==> config.mk <==
export PLATFORM = sky130hd
export DESIGN_NAME = four_channel_pulse_train_sequencer
export DESIGN_NICKNAME = d
export VERILOG_FILES = /design/src/hw/rtl/fcpts_pkg.sv /design/src/hw/rtl/fcpts_channel.sv /design/src/hw/rtl/four_channel_pulse_train_sequencer.sv
export SDC_FILE = /design/constraint.sdc
export NUM_CORES = 1
export LEC_CHECK = 0
export ABC_AREA = 1
export ABC_CLOCK_PERIOD_IN_PS = 7200
export BUFFER_PORTS_ARGS = -buffer_cell sky130_fd_sc_hd__buf_4
export CAP_MARGIN = 0
export CORE_MARGIN = 4
export CORE_UTILIZATION = 55
export CTS_CLUSTER_SIZE = 20
export DETAILED_ROUTE_END_ITERATION = 8
export PLACE_DENSITY = 0.72
export SYNTH_ARGS = -nofsm -noshare
export SYNTH_HDL_FRONTEND = slang
export SYNTH_SLANG_ARGS = --single-unit
==> constraint.sdc <==
create_clock -name clk -period 7.2 [get_ports clk]
set_input_delay 0.72 -clock clk [delete_from_list [all_inputs] [get_ports clk]]
set_output_delay 0.72 -clock clk [all_outputs]
set_load 0.02 [all_outputs]
==> src/hw/rtl/fcpts_pkg.sv <==
// ----------------------------------------------------------------------------
// fcpts_pkg
// Shared types, constants and the phase time function for the four channel
// pulse train sequencer.
// ----------------------------------------------------------------------------
`default_nettype none

package fcpts_pkg;

    localparam int CHANNELS    = 4;
    localparam int PHASES      = 8;
    localparam int PHASE_W     = 3;
    localparam int COUNT_W     = 16;
    localparam int CMP_W       = 18;
    localparam int STEP_W      = 10;
    localparam int BASE_W      = 12;
    localparam int SPACING_W   = 13;
    localparam int WORD_W      = 32;
    localparam int CFG_INDEX_W = 8;
    localparam int CFG_DATA_W  = 32;

    // configuration register indexes
    typedef enum logic [CFG_INDEX_W-1:0] {
        REG_PERIOD  = 8'd0,
        REG_STEP    = 8'd1,
        REG_BASE    = 8'd2,
        REG_SPACING = 8'd3,
        REG_WORD0   = 8'd4,
        REG_WORD1   = 8'd5,
        REG_WORD2   = 8'd6,
        REG_WORD3   = 8'd7
    } cfg_reg_t;

    localparam logic [COUNT_W-1:0]   PERIOD_RST  = 16'd11584;
    localparam logic [STEP_W-1:0]    STEP_RST    = 10'd22;
    localparam logic [BASE_W-1:0]    BASE_RST    = 12'd181;
    localparam logic [SPACING_W-1:0] SPACING_RST = 13'd732;
    localparam logic [WORD_W-1:0]    WORD0_RST   = 32'd146800940;
    localparam logic [WORD_W-1:0]    WORD1_RST   = 32'd9505830;
    localparam logic [WORD_W-1:0]    WORD2_RST   = 32'd139597600;
    localparam logic [WORD_W-1:0]    WORD3_RST   = 32'd2302490;

    // timing settings shared by every channel
    typedef struct packed {
        logic [STEP_W-1:0]    step;
        logic [BASE_W-1:0]    base;
        logic [SPACING_W-1:0] spacing;
    } chan_cfg_t;

    // compare time of phase k for a channel word, kept to CMP_W bits
    function automatic logic [CMP_W-1:0] phase_time(
        input logic [WORD_W-1:0]  word,
        input logic [PHASE_W-1:0] k,
        input chan_cfg_t          cfg
    );
        logic [1:0]   slot;
        logic [3:0]   nib;
        logic [14:0]  slot_ofs;
        logic [13:0]  width_ofs;
        logic [CMP_W-1:0] t;
        slot = k[2:1];
        unique case (slot)
            2'd0: nib = word[19:16];
            2'd1: nib = word[23:20];
            2'd2: nib = word[27:24];
            2'd3: nib = word[31:28];
            default: nib = word[19:16];
        endcase
        slot_ofs  = {13'd0, slot} * {2'd0, cfg.spacing};
        width_ofs = {10'd0, nib} * {4'd0, cfg.step};
        t = {2'd0, word[15:0]} + {3'd0, slot_ofs};
        if (k[0])
        begin
            t = t + {6'd0, cfg.base} + {4'd0, width_ofs};
        end
        return t;
    endfunction

endpackage

`default_nettype wire

==> src/hw/rtl/fcpts_channel.sv <==
// ----------------------------------------------------------------------------
// fcpts_channel
// One output compare channel: compare register, phase index and pin level.
// ----------------------------------------------------------------------------
`default_nettype none

module fcpts_channel (
    input  wire logic                          clk,
    input  wire logic                          rst_n,
    input  wire logic                          fire,
    input  wire logic [fcpts_pkg::COUNT_W-1:0] count,
    input  wire logic [fcpts_pkg::COUNT_W-1:0] period,
    input  wire logic [fcpts_pkg::WORD_W-1:0]  word,
    input  wire fcpts_pkg::chan_cfg_t          cfg,
    output logic                               pin_next,
    output logic                               match
);
    import fcpts_pkg::*;

    logic [CMP_W-1:0]   compare_reg;
    logic [CMP_W-1:0]   compare_next;
    logic [PHASE_W-1:0] phase_reg;
    logic [PHASE_W-1:0] phase_next;
    logic               pin_reg;

    assign match = fire && (compare_reg < {2'd0, period})
                        && (compare_reg == {2'd0, count});

    always_comb
    begin
        compare_next = compare_reg;
        phase_next   = phase_reg;
        pin_next     = pin_reg;
        if (match)
        begin
            pin_next     = phase_reg[0];
            compare_next = phase_time(word, phase_reg, cfg);
            phase_next   = phase_reg + PHASE_W'(1);
        end
    end

    always_ff @(posedge clk or negedge rst_n)
    begin
        if (!rst_n)
        begin
            compare_reg <= '0;
            phase_reg   <= '0;
            pin_reg     <= 1'b0;
        end
        else
        begin
            compare_reg <= compare_next;
            phase_reg   <= phase_next;
            pin_reg     <= pin_next;
        end
    end

endmodule

`default_nettype wire

==> src/hw/rtl/four_channel_pulse_train_sequencer.sv <==
// ----------------------------------------------------------------------------
// four_channel_pulse_train_sequencer
// Period counter with four output compare channels, each emitting a train of
// four data-modulated pulses per period.
// ----------------------------------------------------------------------------
// Usage:
//   in channel  : one beat per timer tick; tick=1 advances the counter and
//                 runs the compares, tick=0 leaves the timer state as it is.
//   out channel : one beat per input beat with pin_levels (after the tick),
//                 match_flags and the counter value that was compared.
//   cfg channel : register index and data, always ready; write only while
//                 no beat is in flight.
// The output beat appears in the cycle after its input beat. Throughput is
// one beat per cycle while the receiver keeps up: the compares, reloads and
// counter step all happen in the cycle an input beat is taken, and the
// results sit in one output register. When the receiver stalls, the output
// register holds and in_ready drops until the held beat is taken. Reset
// loads the default registers, clears the counter, compare values, phase
// indexes and pins, and empties the output register.
// ----------------------------------------------------------------------------
`default_nettype none

module four_channel_pulse_train_sequencer (
    input  wire logic                              clk,
    input  wire logic                              rst_n,
    input  wire logic                              in_valid,
    output logic                                   in_ready,
    input  wire logic                              tick,
    output logic                                   out_valid,
    input  wire logic                              out_ready,
    output logic [3:0]                             pin_levels,
    output logic [3:0]                             match_flags,
    output logic [15:0]                            counter_value,
    input  wire logic                              cfg_valid,
    output logic                                   cfg_ready,
    input  wire logic [fcpts_pkg::CFG_INDEX_W-1:0] cfg_index,
    input  wire logic [fcpts_pkg::CFG_DATA_W-1:0]  cfg_data
);
    import fcpts_pkg::*;

    logic [COUNT_W-1:0]   period_reg;
    logic [STEP_W-1:0]    step_reg;
    logic [BASE_W-1:0]    base_reg;
    logic [SPACING_W-1:0] spacing_reg;
    logic [WORD_W-1:0]    word_reg [CHANNELS];

    logic [COUNT_W-1:0]   count_reg;
    logic [COUNT_W-1:0]   count_next;
    logic [COUNT_W:0]     count_inc;

    logic                 out_valid_reg;
    logic [3:0]           pins_reg;
    logic [3:0]           flags_reg;
    logic [COUNT_W-1:0]   cnt_out_reg;

    logic                 accept;
    logic                 fire;
    chan_cfg_t            cfg;
    logic [CHANNELS-1:0]  pin_next;
    logic [CHANNELS-1:0]  match;

    assign cfg_ready = 1'b1;
    assign in_ready  = !out_valid_reg || out_ready;
    assign accept    = in_valid && in_ready;
    assign fire      = accept && tick;

    assign cfg.step    = step_reg;
    assign cfg.base    = base_reg;
    assign cfg.spacing = spacing_reg;

    // configuration registers
    always_ff @(posedge clk or negedge rst_n)
    begin
        if (!rst_n)
        begin
            period_reg  <= PERIOD_RST;
            step_reg    <= STEP_RST;
            base_reg    <= BASE_RST;
            spacing_reg <= SPACING_RST;
            word_reg[0] <= WORD0_RST;
            word_reg[1] <= WORD1_RST;
            word_reg[2] <= WORD2_RST;
            word_reg[3] <= WORD3_RST;
        end
        else if (cfg_valid)
        begin
            unique case (cfg_index)
                REG_PERIOD:  period_reg  <= cfg_data[COUNT_W-1:0];
                REG_STEP:    step_reg    <= cfg_data[STEP_W-1:0];
                REG_BASE:    base_reg    <= cfg_data[BASE_W-1:0];
                REG_SPACING: spacing_reg <= cfg_data[SPACING_W-1:0];
                REG_WORD0:   word_reg[0] <= cfg_data[WORD_W-1:0];
                REG_WORD1:   word_reg[1] <= cfg_data[WORD_W-1:0];
                REG_WORD2:   word_reg[2] <= cfg_data[WORD_W-1:0];
                REG_WORD3:   word_reg[3] <= cfg_data[WORD_W-1:0];
                default:     ;
            endcase
        end
    end

    // period counter, wraps also when the period was shrunk below it
    assign count_inc = {1'b0, count_reg} + (COUNT_W+1)'(1);

    always_comb
    begin
        count_next = count_reg;
        if (fire)
        begin
            if (count_inc >= {1'b0, period_reg})
                count_next = '0;
            else
                count_next = count_inc[COUNT_W-1:0];
        end
    end

    for (genvar i = 0; i < CHANNELS; i++)
    begin : g_chan
        fcpts_channel u_chan (
            .clk      (clk),
            .rst_n    (rst_n),
            .fire     (fire),
            .count    (count_reg),
            .period   (period_reg),
            .word     (word_reg[i % 4]),
            .cfg      (cfg),
            .pin_next (pin_next[i]),
            .match    (match[i])
        );
    end

    always_ff @(posedge clk or negedge rst_n)
    begin
        if (!rst_n)
        begin
            count_reg     <= '0;
            out_valid_reg <= 1'b0;
        end
        else
        begin
            count_reg <= count_next;
            if (accept)
                out_valid_reg <= 1'b1;
            else if (out_ready)
                out_valid_reg <= 1'b0;
        end
    end

    // result beat payload
    always_ff @(posedge clk)
    begin
        if (accept)
        begin
            pins_reg    <= pin_next;
            flags_reg   <= match;
            cnt_out_reg <= count_reg;
        end
    end

    assign out_valid     = out_valid_reg;
    assign pin_levels    = pins_reg;
    assign match_flags   = flags_reg;
    assign counter_value = cnt_out_reg;

endmodule

`default_nettype wire

==> impl_metrics.env, run 1 <==
export IMPL_outcome="finished clean"
export IMPL_initial_utilization=0.556
export IMPL_arrival_ps=6450
export IMPL_vias=25900
export IMPL_pin_count=73
export IMPL_final_max_slew_violation_count=0
export IMPL_areaGrowthSynthToFinish_pct=7.14
export IMPL_antenna_found_initial=1
export IMPL_drive_gt1_frac=0.0586
export IMPL_post_cts_resized=0
export IMPL_tightest_slew_ps=1070
export IMPL_fmax_ghz=0.166
export IMPL_synth_nets=4451
export IMPL_syn_area_um2=29300
export IMPL_grt_pass1_wl_mm=138
export IMPL_die_x_um=239
export IMPL_core_um2=52700
export IMPL_ant_nets=0
export IMPL_worstSetupEndpointType="register"
export IMPL_ys_ff_latch=308
export IMPL_dp_hpwl_mm=71.8
export IMPL_grt_util_met3=0.0446
export IMPL_cts_post_setup_buffers_inserted=0
export IMPL_portBuffers=71
export IMPL_path_clk_slew_ps=60
export IMPL_critPathKind="reg -> reg"
export IMPL_drtIter0Drc=2399
export IMPL_path_cells="nand2_1, inv_1, fa_1, ha_1, fa_1, nand3_1, nand3_1, a21oi_1, xor2_1, inv_1, fa_1, fa_1, fa_1, inv_1, ha_1, a21oi_1, nand2_1, nand2_1, nand3_1, or2_2, nand3_1, nand2_1, nand2_1, nand2_1"
export IMPL_wl_per_cell_um=19.1
export IMPL_die_y_um=239
export IMPL_syn_inst=3964
export IMPL_clock_latency_ps=560
export IMPL_synth_edf_count=24
export IMPL_grt_most_used_layer="met2"
export IMPL_synth_sequential_area_ratio=0.270
export IMPL_rsz0062_at_grt="false"
export IMPL_dpl_worst_slack_ps=1220
export IMPL_diodes=0
export IMPL_finalSetupViolCount=0
export IMPL_crit_path_start_kind="register"
export IMPL_fin_util=0.596
export IMPL_met2_usage=0.493
export IMPL_post_synth_top_count_cell="nand2_1"
export IMPL_min_path_type="in -> async"
export IMPL_async_reset_ff_frac=0.922
export IMPL_finalCriticalPeriod_ps=6030
export IMPL_drcViolationCount=0
export IMPL_largest_reg_flops=128
export IMPL_drv_cap=0
export IMPL_drt_wl_total_mm=89.5
export IMPL_yosysTopAreaCell="dfrtp_1"
export IMPL_num_rows=84
export IMPL_power_density_nw_per_um2=156
export IMPL_final_nets=4453
export IMPL_grt_pass1_vias=24200
export IMPL_dominantRegCellSynth="dfrtp_1"
export IMPL_ctsHoldBuffers=0
export IMPL_clock_sinks=308
export IMPL_clock_skew_final_ps=25.2
export IMPL_timing_hold_ws_ps=176
export IMPL_viasPerCell=5.54
export IMPL_avgSynthCellArea_um2=7.39
export IMPL_cts_buffer_depth=3
export IMPL_power_leakage_nw=16.1
export IMPL_gp_congestion=0.983
export IMPL_finalSetupTns_ps=0
export IMPL_max_vdd_ir_drop_mv=0.198
export IMPL_ys_warn_count=0
export IMPL_synthTopCellsByArea="dfrtp_1 20%, fa_1 14%, nand2_1 14%"
export IMPL_die_area_um2=57000
export IMPL_fillers=4999
export IMPL_grt_max_degree=127
export IMPL_gr_usage_all_layers=0.314
export IMPL_relSlewSlack=0.282
export IMPL_finalCritPeriodShare=0.837
export IMPL_clockRootBuffer="clkbuf_16"
export IMPL_cp_slowest_cell="dfrtp_1"
export IMPL_synth_top_area_share=0.199
export IMPL_hold_viol_final=0
export IMPL_r2r_cells=24
export IMPL_htreeDepth=2
export IMPL_slowest_delay_ps=850
export IMPL_worstPathMaxFanout=24
export IMPL_cts_made_buffers=37
export IMPL_worst_slack_ps=1170
export IMPL_use_met1=0.440
export IMPL_drt_first_pass_iters=6
export IMPL_cts_tree="done"
export IMPL_worst_path_most_repeated_cell="nand2_1"
export IMPL_grt_overflow=0
export IMPL_yosys_cell_types_count=51
export IMPL_critPathRequiredTime_ps=7630
export IMPL_synthTopCellsByCount="1081 x nand2_1, 668 x inv_1, 299 x nor2_1, 233 x dfrtp_1, 229 x ha_1"
-- worst paths after layout --
kind / slack, ps / to / startpoint
min: 180 / g_chan[3].u_chan.compare_reg[17]$_DFFE_PN0P_ / rst_n
min reg2reg: 470 / word_reg[80]$_DFFE_PN1P_ / word_reg[80]$_DFFE_PN1P_
max: 1170 / g_chan[3].u_chan.compare_reg[14]$_DFFE_PN0P_ / g_chan[3].u_chan.phase_reg[2]$_DFFE_PN0P_
max reg2reg: 1170 / g_chan[3].u_chan.compare_reg[14]$_DFFE_PN0P_ / g_chan[3].u_chan.phase_reg[2]$_DFFE_PN0P_
max in group asynchronous: 5740 / word_reg[124]$_DFFE_PN0P_ / rst_n
min in group clk: 400 / out_valid$_DFFE_PN0P_ / in_valid
-- placed cells by master (no fill, tap or decap), types with 3 or more instances in the layout --
cell type,instances
clkinv_4,3
a21o_1,7
a21oi_1,140
o2111ai_1,3
inv_2,4
bufinv_16,3
o21ai_1,146
nor4_1,8
nand2_4,4
fa_1,212
clkinv_1,3
ha_1,229
inv_1,668
clkinv_2,6
or2_2,21
dfstp_2,51
nand3b_1,15
xor2_1,51
clkbuf_8,7
edfxtp_1,24
nor3_1,38
clkbuf_1,4
o211ai_1,10
o21ai_2,6
nand3_1,216
clkbuf_16,37
dfrtp_1,233
nand2_1,1081
xnor2_1,37
nor3b_1,4
o21a_1,9
nor2_1,298
o21ai_0,225
nand4_1,59
buf_4,78
and2_1,14
o21bai_1,9
-- area by class of cell --
cell class	instances	area, um^2	share of cell area
clock buffers	48	1040	0.0331
clock inverters	17	190	0.00606
inverters	675	2530	0.0808
multi-input cells	2864	18200	0.581
flip-flops and latches	308	7890	0.252
well taps	688	861	0.0274
repair buffers	80	621	0.0198
-- metrics by stage --
step	std cells	cell area, um^2	power (W)
after detailed placement	4615	30100	0.00300
after floorplan	3964	29300	0.00263
after global routing	4680	31400	0.00516
after global placement	4615	30100	0.00299
final	4680	31400	0.00490
after CTS	4680	31400	0.00493
-- per-layer routing --
layer / vias to the layer above / wire length (um)
li1: 12500 / -
met5: - / 0
met4: 0 / 4680
met3: 216 / 6640
met2: 1012 / 39700
met1: 12200 / 38500
-- report_power, final --
part | switching (W) | internal, W | total [W]
Clock | 0.000784 | 0.00113 | 0.00192
Sequential | 0.0000891 | 0.00183 | 0.00191
Combinational | 0.000720 | 0.000354 | 0.00107
Total | 0.00159 | 0.00331 | 0.00490
-- worst max-delay path: cells and delay by family (launching register included) --
kind            cells  cell delay (ps)
xor+xnor            1              200
fa+ha+maj           7             2960
flops               1              850
simple gates       11             1150
buf+inv             3              240
compound gates      2              500
-- kinds of logic after synthesis --
family	count (synthesis)	share of synthesized area
flops	308	0.270
compound gates	565	0.101
mux	1	0.000342
simple gates	1768	0.252
buf+inv	792	0.108
fa+ha+maj	441	0.243
other cells	1	0.000128
xor+xnor	88	0.0263
No activity file was read; power rests on OpenSTA's default activity.
==> inputs of run 2 (changes only) <==
--- a/config.mk
+++ b/config.mk
@@ -5,8 +5,8 @@
 export SDC_FILE = /design/constraint.sdc
 export NUM_CORES = 1
 export LEC_CHECK = 0
-export ABC_AREA = 1
-export ABC_CLOCK_PERIOD_IN_PS = 7200
+export ABC_AREA = 0
+export ABC_CLOCK_PERIOD_IN_PS = 5600
 export BUFFER_PORTS_ARGS = -buffer_cell sky130_fd_sc_hd__buf_4
 export CAP_MARGIN = 0
 export CORE_MARGIN = 4
==> constraint.sdc (replaced) <==
create_clock -name clk -period 5.6 [get_ports clk]
set_input_delay 0.56 -clock clk [delete_from_list [all_inputs] [get_ports clk]]
set_output_delay 0.56 -clock clk [all_outputs]
set_load 0.02 [all_outputs]
==> impl_metrics.env, run 2 <==
export IMPL_synthAdderAreaFrac=0.263
export IMPL_synth_compound_gate_area_share=0.0887
export IMPL_clock_latency_ps=570
export IMPL_gr_usage_all_layers=0.315
export IMPL_grt_pass1_vias=22400
export IMPL_yosys_area_share_simple=0.128
export IMPL_outcome="finished with violations"
export IMPL_fillers=3594
export IMPL_syn_area_um2=27100
export IMPL_rsz0062_at_grt="true"
export IMPL_ys_ff_latch=308
export IMPL_areaGrowthSynthToFinish_pct=22.5
export IMPL_placement_cell_area_um2=30300
export IMPL_path_cells="buf_6, nand2_4, fa_1, inv_2, fa_2, a211oi_4, o21bai_1, a21oi_1, xor2_1, fa_1, inv_1, fa_1, inv_2, fa_1, inv_2, ha_4, o2111ai_2, nand3_2, o41a_1, a41oi_2, a21oi_2, xor2_1, mux2_2, mux2_2"
export IMPL_post_synth_top_count_cell="inv_1"
export IMPL_synthTopCellsByArea="dfrtp_1 22%, fa_1 16%, ha_1 11%"
export IMPL_drive_gt1_frac=0.308
export IMPL_synth_xor_area_frac=0.0550
export IMPL_die_y_um=230
export IMPL_crit_path_end="g_chan[0].u_chan.compare_reg[14]$_DFFE_PN0P_"
export IMPL_dp_hpwl_mm=62.5
export IMPL_die_area_um2=52800
export IMPL_finalCritPeriodShare=1.08
export IMPL_muxShareOfSynthArea=0.105
export IMPL_viasPerCell=5.73
export IMPL_crit_family="adder cells"
export IMPL_synth_sequential_area_ratio=0.292
export IMPL_cp_num_buf_inv=5
export IMPL_async_reset_ff_frac=0.922
export IMPL_ctsHoldBuffers=0
export IMPL_layout_common_cells="368 x buf_4, 356 x inv_1, 292 x nand2_1"
export IMPL_drt_first_pass_iters=5
export IMPL_finalCriticalPeriod_ps=6030
export IMPL_synthTopCellsByCount="384 x inv_1, 306 x nand2_1, 233 x dfrtp_1, 229 x ha_1, 212 x fa_1"
export IMPL_cts_made_buffers=37
export IMPL_clock_skew_final_ps=27.8
export IMPL_slowest_delay_ps=610
export IMPL_r2r_slack_ps=-430
export IMPL_power_density_nw_per_um2=225
export IMPL_worstPathMaxFanout=4
export IMPL_grt_overflow=0
export IMPL_cts_buffer_depth=3
export IMPL_synth_nets=3238
export IMPL_core_um2=48700
export IMPL_worst_path_most_repeated_cell="fa_1"
export IMPL_crit_path_start="spacing_reg[2]$_DFFE_PN1P_"
export IMPL_grt_pass1_wl_mm=129
export IMPL_arrival_ps=6460
export IMPL_tightest_slew_ps=1220
export IMPL_initial_utilization=0.555
export IMPL_timing_hold_ws_ps=39.5
export IMPL_ys_warn_count=0
export IMPL_final_max_slew_violation_count=0
export IMPL_finalSetupViolCount=33
export IMPL_relSlewSlack=0.188
export IMPL_hold_viol_final=0
export IMPL_syn_inst=2751
export IMPL_pin_count=73
export IMPL_crit_path_start_kind="register"
export IMPL_htreeDepth=2
export IMPL_largest_reg_flops=128
export IMPL_worstSetupEndpointType="register"
export IMPL_violations="setup timing"
export IMPL_fmax_ghz=0.166
export IMPL_num_rows=81
export IMPL_synth_edf_count=24
export IMPL_design_area_um2=33200
export IMPL_cp_slowest_cell="dfstp_2"
export IMPL_drcViolationCount=0
export IMPL_wl_per_cell_um=22.0
export IMPL_clock_sinks=308
export IMPL_gp_congestion=0.956
export IMPL_cts_tree="done"
export IMPL_worst_slack_ps=-431
export IMPL_fin_util=0.680
export IMPL_layout_commonest_cell="buf_4"
export IMPL_clockRootBuffer="clkbuf_16"
export IMPL_max_vdd_ir_drop_mv=0.245
export IMPL_drt_wl_total_mm=82.9
export IMPL_grt_max_degree=127
export IMPL_avgSynthCellArea_um2=9.84
export IMPL_antenna_found_initial=6
export IMPL_cp_depth=24
export IMPL_r2r_end="g_chan[0].u_chan.compare_reg[14]$_DFFE_PN0P_"
export IMPL_die_x_um=230
export IMPL_min_path_type="in -> async"
export IMPL_reg2reg_from="spacing_reg[2]$_DFFE_PN1P_"
export IMPL_ant_nets=0
export IMPL_yosysTopAreaCell="dfrtp_1"
export IMPL_final_nets=3563
export IMPL_dpl_worst_slack_ps=-535
export IMPL_path_clk_slew_ps=60
export IMPL_vias=21600
export IMPL_drtIter0Drc=1696
export IMPL_critPathRequiredTime_ps=6030
export IMPL_portBuffers=71
export IMPL_finalPower_w=0.00747
export IMPL_synth_top_family_by_area="adder cells"
export IMPL_critPathKind="reg -> reg"
export IMPL_diodes=0
export IMPL_synth_top_area_share=0.215
export IMPL_yosys_cell_types_count=72
export IMPL_power_leakage_nw=16.4
export IMPL_dominantRegCellSynth="dfrtp_1"
export IMPL_r2r_cells=24
export IMPL_drv_cap=0
==> run 2: changes by cell type in the layout (fill, tap and decap cells not counted), moves of 67 or more <==
cell     delta
nand2_1   -789
inv_1     -312
buf_4     +290
nor2_1    -207
mux2_2    +182
nand3_1   -178
o21ai_0   -142
o21ai_1   -128
and2_1     +80
a21oi_1    -67
==> run 2: where the power goes <==
part | leakage (nW) | switching (W) | internal (W)
Sequential | 3.87 | 0.000313 | 0.00246
Clock | 0.611 | 0.00104 | 0.00142
Combinational | 11.9 | 0.00123 | 0.000994
Total | 16.4 | 0.00259 | 0.00488
==> run 2: worst min-delay path by stage <==
stage / startpoint / endpoint / slack (ps) / depth (start not counted)
final: rst_n / count_reg[15]$_DFFE_PN0P_ / 40 / 1
after CTS: rst_n / g_chan[1].u_chan.compare_reg[15]$_DFFE_PN0P_ / 80 / 1
after global routing: rst_n / count_reg[15]$_DFFE_PN0P_ / 130 / 1
after detailed placement: g_chan[2].u_chan.compare_reg[17]$_DFFE_PN0P_ / g_chan[2].u_chan.compare_reg[17]$_DFFE_PN0P_ / 450 / 2
after floorplan: rst_n / base_reg[10]$_DFFE_PN0P_ / 260 / 0
after global placement: g_chan[2].u_chan.compare_reg[17]$_DFFE_PN0P_ / g_chan[2].u_chan.compare_reg[17]$_DFFE_PN0P_ / 460 / 2
==> run 2: layout make-up <==
cell class	instances	area [um^2]	area share
sequential	308	7900	0.238
tap	664	831	0.0251
multi-input combinational	1955	18700	0.565
clock inverter	17	163	0.00491
clock buffer	51	1080	0.0326
inverter	384	1440	0.0435
timing repair buffer	390	3030	0.0913
==> run 2: timing repair <==
| item | 4_1_cts | 5_1_grt |
|---|---|---|
| resized for setup | 142 | 102 |
| endpoints found under the setup margin | 34 | 43 |
| endpoints found under the hold margin | 0 | 0 |
| pin swaps | 117 | 99 |
| buffers inserted | 61 | 23 |
==> run 2: cell families after synthesis <==
group,after synthesis
other,1
AND/OR/NAND/NOR,723
AO/OA/AOI/OAI,384
XOR/XNOR,170
buffers and inverters,488
adder cells (fa/ha/maj),441
flip-flops,308
multiplexers,236
==> run 2: routing by layer <==
metal	vias to the layer above	global-route usage	share of wire
met3	223	0.0628	0.075
met1	10700	0.415	0.41
li1	9790	-	-
met4	6	0.140	0.052
met2	823	0.508	0.46
met5	-	0	0.00051
==> run 2: worst register-to-register path, delay by kind of cell, from the launching register on <==
family / cells / cell delay [ps]
AO/OA/AOI/OAI: 7 / 1310
XOR/XNOR: 2 / 430
adder cells (fa/ha/maj): 6 / 2440
buffers and inverters: 5 / 430
multiplexers: 2 / 540
AND/OR/NAND/NOR: 2 / 160
flip-flops: 1 / 610
==> run 2: per-stage QoR <==
stage / cells / TNS (ps)
2_1_floorplan: 2751 / -281
3_3_place_gp: 3628 / -7730
3_5_place_dp: 3628 / -11170
4_1_cts: 3753 / -6010
5_1_grt: 3769 / -15230
6_report: 3769 / -7970
